File: config.mk
export PLATFORM = sky130hd
export DESIGN_NAME = positional_insert_erase_list_core
export DESIGN_NICKNAME = d
export VERILOG_FILES = /design/src/rtl/pil_pkg.sv /design/src/rtl/pil_cell.sv /design/src/rtl/positional_insert_erase_list_core.sv
export SDC_FILE = /design/constraint.sdc
export NUM_CORES = 2
export LEC_CHECK = 0
export ABC_AREA = 1
export BUFFER_PORTS_ARGS = -buffer_cell sky130_fd_sc_hd__buf_2
export CAP_MARGIN = 0
export CORE_ASPECT_RATIO = 1.25
export CORE_MARGIN = 4
export CORE_UTILIZATION = 52
export DETAILED_ROUTE_END_ITERATION = 7
export MAX_ROUTING_LAYER = met4
export PLACE_DENSITY = 0.69
export SLEW_MARGIN = 15
export SYNTH_ARGS = -nofsm -noshare
export SYNTH_HDL_FRONTEND = slang
export SYNTH_SLANG_ARGS = --single-unit
File: constraint.sdc
create_clock -name clk -period 5.98 [get_ports clk]
set_clock_uncertainty 0.2 [all_clocks]
set_input_delay 1.196 -clock clk [delete_from_list [all_inputs] [get_ports clk]]
set_output_delay 1.196 -clock clk [all_outputs]
set_load 0.01 [all_outputs]
File: src/rtl/pil_pkg.sv
// Shared types and constants for the positional insert and erase list.
package pil_pkg;

	localparam int CAPACITY = 16;
	localparam int IDX_W = 4;
	localparam int CNT_W = 5;
	localparam int DATA_W = 32;

	localparam logic [2:0] ACT_PUSH = 3'd0;
	localparam logic [2:0] ACT_POP = 3'd1;
	localparam logic [2:0] ACT_INSERT = 3'd2;
	localparam logic [2:0] ACT_ERASE = 3'd3;
	localparam logic [2:0] ACT_READ = 3'd4;

	typedef enum logic [1:0] {
		CELL_HOLD,
		CELL_LOAD,
		CELL_FROM_BELOW,
		CELL_FROM_ABOVE
	} cell_op_t;

	typedef struct packed {
		cell_op_t op;
	} cell_ctrl_t;

endpackage

File: src/rtl/pil_cell.sv
// One storage cell of the list, able to load, hold, or take a neighbor's word.
module pil_cell import pil_pkg::*; (
	input  logic              clk,
	input  logic              arst_n,
	input  cell_ctrl_t        ctrl,
	input  logic [DATA_W-1:0] load_data,
	input  logic [DATA_W-1:0] below_data,
	input  logic [DATA_W-1:0] above_data,
	output logic [DATA_W-1:0] data
);

	logic [DATA_W-1:0] data_q;

	always_ff @(posedge clk or negedge arst_n) begin
		if (!arst_n) begin
			data_q <= '0;
		end else begin
			case (ctrl.op)
				CELL_LOAD:       data_q <= load_data;
				CELL_FROM_BELOW: data_q <= below_data;
				CELL_FROM_ABOVE: data_q <= above_data;
				default:         data_q <= data_q;
			endcase
		end
	end

	assign data = data_q;

endmodule

File: src/rtl/positional_insert_erase_list_core.sv
// Top level: a row of word cells with per-cell shift control and a registered result.
// Latency: the result of an item is registered and appears in the cycle after it is accepted, strobed by done.
// Throughput: one item per cycle; every cell shifts in parallel, so busy stays low.
// Reset: arst_n clears all cells to zero, the fill count to zero and the result strobe.
// The receiver cannot stall; each result is valid for exactly one cycle.
module positional_insert_erase_list_core import pil_pkg::*; (
	input  logic                     clk,
	input  logic                     arst_n,
	input  logic                     start,
	output logic                     busy,
	input  logic [2:0]               action,
	input  logic [IDX_W-1:0]         position,
	input  logic signed [DATA_W-1:0] value,
	output logic                     done,
	output logic                     ok,
	output logic signed [DATA_W-1:0] read_value,
	output logic [CNT_W-1:0]         count
);

	localparam logic [CNT_W-1:0] CAP_CNT = CNT_W'(CAPACITY);

	logic [DATA_W-1:0] cell_data [CAPACITY];
	cell_ctrl_t        cell_ctrl [CAPACITY];
	logic [CNT_W-1:0]  fill_q;
	logic [CNT_W-1:0]  pos_ext;
	logic [CNT_W-1:0]  fill_d;
	logic              accept;
	logic              ok_d;
	logic [DATA_W-1:0] rd_d;
	logic              done_q;
	logic              ok_q;
	logic [DATA_W-1:0] rd_q;

	assign busy = 1'b0;
	assign accept = start && !busy;
	assign pos_ext = {1'b0, position};

	always_comb begin
		ok_d = 1'b0;
		rd_d = '0;
		fill_d = fill_q;
		unique case (action)
			ACT_PUSH: begin
				ok_d = fill_q < CAP_CNT;
				if (ok_d) fill_d = fill_q + 1'b1;
			end
			ACT_POP: begin
				ok_d = fill_q != '0;
				if (ok_d) fill_d = fill_q - 1'b1;
			end
			ACT_INSERT: begin
				ok_d = (fill_q < CAP_CNT) && (pos_ext <= fill_q);
				if (ok_d) fill_d = fill_q + 1'b1;
			end
			ACT_ERASE: begin
				ok_d = pos_ext < fill_q;
				if (ok_d) fill_d = fill_q - 1'b1;
			end
			ACT_READ: begin
				ok_d = pos_ext < CAP_CNT;
				if (ok_d) rd_d = cell_data[position];
			end
			default: begin
				ok_d = 1'b0;
			end
		endcase
	end

	for (genvar i = 0; i < CAPACITY; i++) begin : g_cell
		localparam logic [CNT_W-1:0] IDX = CNT_W'(i);
		logic [DATA_W-1:0] below_w;
		logic [DATA_W-1:0] above_w;

		if (i == 0) begin : g_first
			assign below_w = '0;
		end else begin : g_below
			assign below_w = cell_data[i-1];
		end
		if (i == CAPACITY - 1) begin : g_last
			assign above_w = '0;
		end else begin : g_above
			assign above_w = cell_data[i+1];
		end

		always_comb begin
			cell_ctrl[i].op = CELL_HOLD;
			if (accept && ok_d) begin
				case (action)
					ACT_PUSH: begin
						if (IDX == fill_q) cell_ctrl[i].op = CELL_LOAD;
					end
					ACT_INSERT: begin
						if (IDX == pos_ext) cell_ctrl[i].op = CELL_LOAD;
						else if (IDX > pos_ext) cell_ctrl[i].op = CELL_FROM_BELOW;
					end
					ACT_ERASE: begin
						if (IDX >= pos_ext && (IDX + 1'b1) < fill_q)
							cell_ctrl[i].op = CELL_FROM_ABOVE;
					end
					default: begin
						cell_ctrl[i].op = CELL_HOLD;
					end
				endcase
			end
		end

		pil_cell u_cell (
			.clk        (clk),
			.arst_n     (arst_n),
			.ctrl       (cell_ctrl[i]),
			.load_data  (value),
			.below_data (below_w),
			.above_data (above_w),
			.data       (cell_data[i])
		);
	end

	always_ff @(posedge clk or negedge arst_n) begin
		if (!arst_n) begin
			fill_q <= '0;
			done_q <= 1'b0;
			ok_q <= 1'b0;
			rd_q <= '0;
		end else begin
			done_q <= accept;
			if (accept) begin
				fill_q <= fill_d;
				ok_q <= ok_d;
				rd_q <= rd_d;
			end
		end
	end

	assign done = done_q;
	assign ok = ok_q;
	assign read_value = rd_q;
	assign count = fill_q;

	a_done_follows: assert property (@(posedge clk) disable iff (!arst_n)
		accept |=> done)
		else $error("result strobe missing after an accepted item");

	a_count_bound: assert property (@(posedge clk) disable iff (!arst_n)
		fill_q <= CAP_CNT)
		else $error("fill count exceeds capacity");

	a_push_grows: assert property (@(posedge clk) disable iff (!arst_n)
		(accept && action == ACT_PUSH && fill_q < CAP_CNT) |=> fill_q == $past(fill_q) + 1'b1)
		else $error("successful push did not grow the list");

	a_reject_keeps: assert property (@(posedge clk) disable iff (!arst_n)
		(accept && !ok_d) |=> (fill_q == $past(fill_q)) && !ok)
		else $error("rejected item changed the fill count");

	a_read_zero: assert property (@(posedge clk) disable iff (!arst_n)
		(done && read_value != '0) |-> ok)
		else $error("nonzero read word on a rejected item");

endmodule
==> impl.org <==
** Critical path
- STA classifies the critical path startpoint as a flip-flop.
- Along the worst path, the maximum fanout reaches 36.
- The signal on the critical path passes through inv_2, ha_1, nand2_1, inv_1, nand3_1, nand3_1, nand2_1, nand3_1, nand2_4, nand2_2, inv_2, nand3b_1, nor2_1, nor2_1, nor2_1.
- Slowest cell on the critical path :: sky130_fd_sc_hd__nand3b_1
- WP data required :: 6.32 ns
- Origin of the worst setup path :: count[2]$_DFFE_PN0P_
- Crit Path Class :: reg2reg
- Sort of element at the end of the critical path :: flip-flop
- On the worst path, the slowest cell contributes a delay of ~0.8 ns.
- The startpoint identified for the worst register-to-register timing path is count[2]$_DFFE_PN0P_.
- Critical Path AT :: 4.78 ns

** STA
- At the pin with the least slew margin, the transition time is 1.12 ns.
- Setup violations remaining at the end of the flow were counted as 0.
- Setup repair after global routing missed its margin :: false
- Post-Route Setup TNS :: 0 ns
- The smallest clock period supported by the final layout is computed as 4.44 ns.
- In this run the tightest slew margin relative to its limit is 24.9%.
- The number of hold violations in the final report was 0.
- Static timing analysis puts the maximum clock frequency at 225 MHz.
- The number of pins with negative max-slew slack in the final report is 0.
- Post-route fraction of the period consumed by the critical path :: 74.3%

** Placement
- GP Congestion :: 0.999
- Hpwl dp :: 105 mm
- In this run, placement finished with an instance count of 6,399.
- I/O Buffers :: 80

** Floorplan
- Initial cell density of the core :: 52.4%
- During I/O placement, the number of pins put on the boundary was 82.
- The core region is 70,600 sq um.
- Y dimension of the die :: between 300 and 400 um
- Chip Width :: between 200 and 250 um
- The die covers 75,500 sq um.
- Site Rows :: 109

** Drt
- For this run, design rule violations remaining after detail routing come to 0.
- Total detailed-routing wirelength :: 147 mm
- For this block, the via count after detailed routing is 37,900.
- Drt initial violations :: 4,139
- The first detailed-routing pass took 8 iterations.
- Count of antenna-violating nets left after detailed routing :: 0
- Dividing the detail-routed wire length by the instance count gives 22.5 um.
- Dividing the detail-routed via count by the number of cells gives 5.80.

** Clock network
- Count of instances resized after the clock tree is built :: 0
- Post-CTS timing repair inserted 0 buffers for setup.
- TritonCTS built the clock tree.
- Counting along the longest clock path gives a buffer depth of 3.
- Clock edge transition at the registers on the reported setup and hold paths :: 0.06 ns
- Clock Sink Count :: 551
- Hold buffers post-CTS :: 0
- Clock latency on the worst-skew pair, taken at its later pin, is 0.62 ns.
- Number of buffers inserted during clock tree synthesis :: 66
- CTS HTree Levels :: 3
- CTS placed an instance of sky130_fd_sc_hd__clkbuf_16 at the clock tree root.

** Worst hold path
- The worst hold path begins at read_value[19]$_DFFE_PN0P_.
- Worst min-delay path class :: reg2reg

** Logic synthesis
- Portion of synthesized cell area occupied by the leading cell type :: 37.3%
- Async SR Flop Fraction :: 100%
- The share of the Yosys chip area taken by registers is 37.3%.
- Counting every net in the synthesized netlist gives approximately 5,700.
- Area of the mapped netlist :: 37,000 sq um
- For this run, the number of Yosys warnings is 0.
- Top post-synthesis cells by area :: sky130_fd_sc_hd__dfrtp_1 (37%), sky130_fd_sc_hd__nand2_1 (17%), sky130_fd_sc_hd__nor2_1 (10%)
- Post-synth EDFFs :: 0
- Library cell occupying the most area in the post-synthesis netlist :: sky130_fd_sc_hd__dfrtp_1
- Number of flip-flops and latches in the synthesized netlist :: 551
- Cells after synthesis :: around 5,600
- In the synthesized netlist the dominant register cell turns out to be sky130_fd_sc_hd__dfrtp_1.
- Count of cell types in the netlist :: 51
- Mean cell area of the mapped netlist :: 6.55 sq um

** Pwr
- Power consumption :: 15.8 mW
- Power Dens Cells :: 395 nW/um^2
- For this design the static power due to leakage is 19.5 nW.
- VDD IR max :: 0.271 mV

** Global route
- Maximum number of pins on one net before global-route repair :: 166
- The number of global-route vias before repair was 34,900.
- Global routing consumed, over all layers together, between 30% and 40% of the routing resources.
- For this run the aggregate overflow at the end of global routing stands at 0.
- Antenna violations before repair :: 10
- Wire length of the first global-routing pass :: 223 mm

** Cells and area
- For this run, the number of standard cells in the final layout without fillers is 6,529.
- Most common cell after layout, fill and taps aside :: sky130_fd_sc_hd__nand2_1
- Measured on the finished design, the core utilization comes to 56.6%.
- Count of nets after finishing :: 5,576
- Of the cells placed in the final design, the portion with a size suffix greater than 1 is 6.86%.
- The area growth from synthesis to layout is 8.06%.
- Highest-count cells in the layout ignoring fill and taps :: sky130_fd_sc_hd__nand2_1 (1,706), sky130_fd_sc_hd__nor2_1 (985), sky130_fd_sc_hd__dfrtp_1 (551)

** Run
- Across the run, the number of max-cap violations was 0.

** Run status
- Status :: complete, no violations
-- synthesized netlist by cell type (all sizes together) (17+ instances only) --
| cell | n |
|---|---|
| a21oi | 124 |
| a22o | 17 |
| a22oi | 95 |
| buf | 178 |
| clkbuf | 192 |
| dfrtp | 551 |
| inv | 528 |
| nand2 | 1714 |
| nand3 | 255 |
| nand4 | 79 |
| nor2 | 1015 |
| o211ai | 50 |
| o21a | 260 |
| o21ai | 460 |
| o221ai | 41 |
| or2 | 34 |
-- metrics by stage --
step / setup WS (ns) / hold WS, ns / area [sq um]
final: 1.54 / 0.276 / 40000
after global routing: 1.37 / 0.297 / 39900
after CTS: 1.67 / 0.277 / 39900
after detailed placement: 1.11 / 0.262 / 37800
after global placement: 1.15 / 0.262 / 37800
after floorplan: 2.11 / 0.266 / 37000
-- worst paths after layout --
path | depth (start not counted) | slack [ns] | end
min in group asynchronous | 1 | 0.33 | g_cell[0].u_cell.data[19]$_DFFE_PN0P_
max | 15 | 1.54 | g_cell[15].u_cell.data[19]$_DFFE_PN0P_
min reg2reg | 2 | 0.28 | read_value[19]$_DFFE_PN0P_
max reg2reg | 15 | 1.54 | g_cell[15].u_cell.data[19]$_DFFE_PN0P_
min | 2 | 0.28 | read_value[19]$_DFFE_PN0P_
max in group asynchronous | 2 | 3.88 | g_cell[6].u_cell.data[31]$_DFFE_PN0P_
-- final cells by class --
type | instances | area (sq um)
antenna | 14 | 35.0
multi-input combinational | 4195 | 19600
inverter | 531 | 2000
sequential | 551 | 13800
clock inverter | 14 | 128
clock buffer | 101 | 1980
tap | 943 | 1180
fill | 7101 | 30700
timing repair buffer | 180 | 1290
-- routing by layer --
metal | part of all wire (%) | global-route usage [%] | up-vias
li1 | - | - | 17800
met1 | 41 | 51.9 | 17800
met2 | 45 | 59.6 | 1905
met3 | 8.5 | 5.97 | 387
met4 | 5.4 | 19.5 | 0
met5 | 0 | - | -
-- cells by family after synthesis --
family	synth area share (%)
AND/OR/NAND/NOR	34.3
other	0.0101
XOR/XNOR	0.0947
flip-flops	37.3
adder cells (fa/ha/maj)	0.304
AO/OA/AOI/OAI	18.1
buffers and inverters	9.96
-- critical path, delay by kind of cell (launching register included) --
kind | cells | cell delay (ns)
AND/OR/NAND/NOR | 11 | 2.64
flip-flops | 1 | 0.64
buffers and inverters | 3 | 0.51
adder cells (fa/ha/maj) | 1 | 0.34
-- sequential cells by signal, summed over array words and instances, names as in the netlist --
name	flops
ok	1
count	5
done	1
g_cell.u_cell.data	512
read_value	32
-- report_power, final --
part | total (mW) | switching (mW) | internal [mW]
Sequential | 7.19 | 1.81 | 5.38
Clock | 4.06 | 1.70 | 2.36
Combinational | 4.52 | 2.91 | 1.61
(Power assumes the default switching activity.)
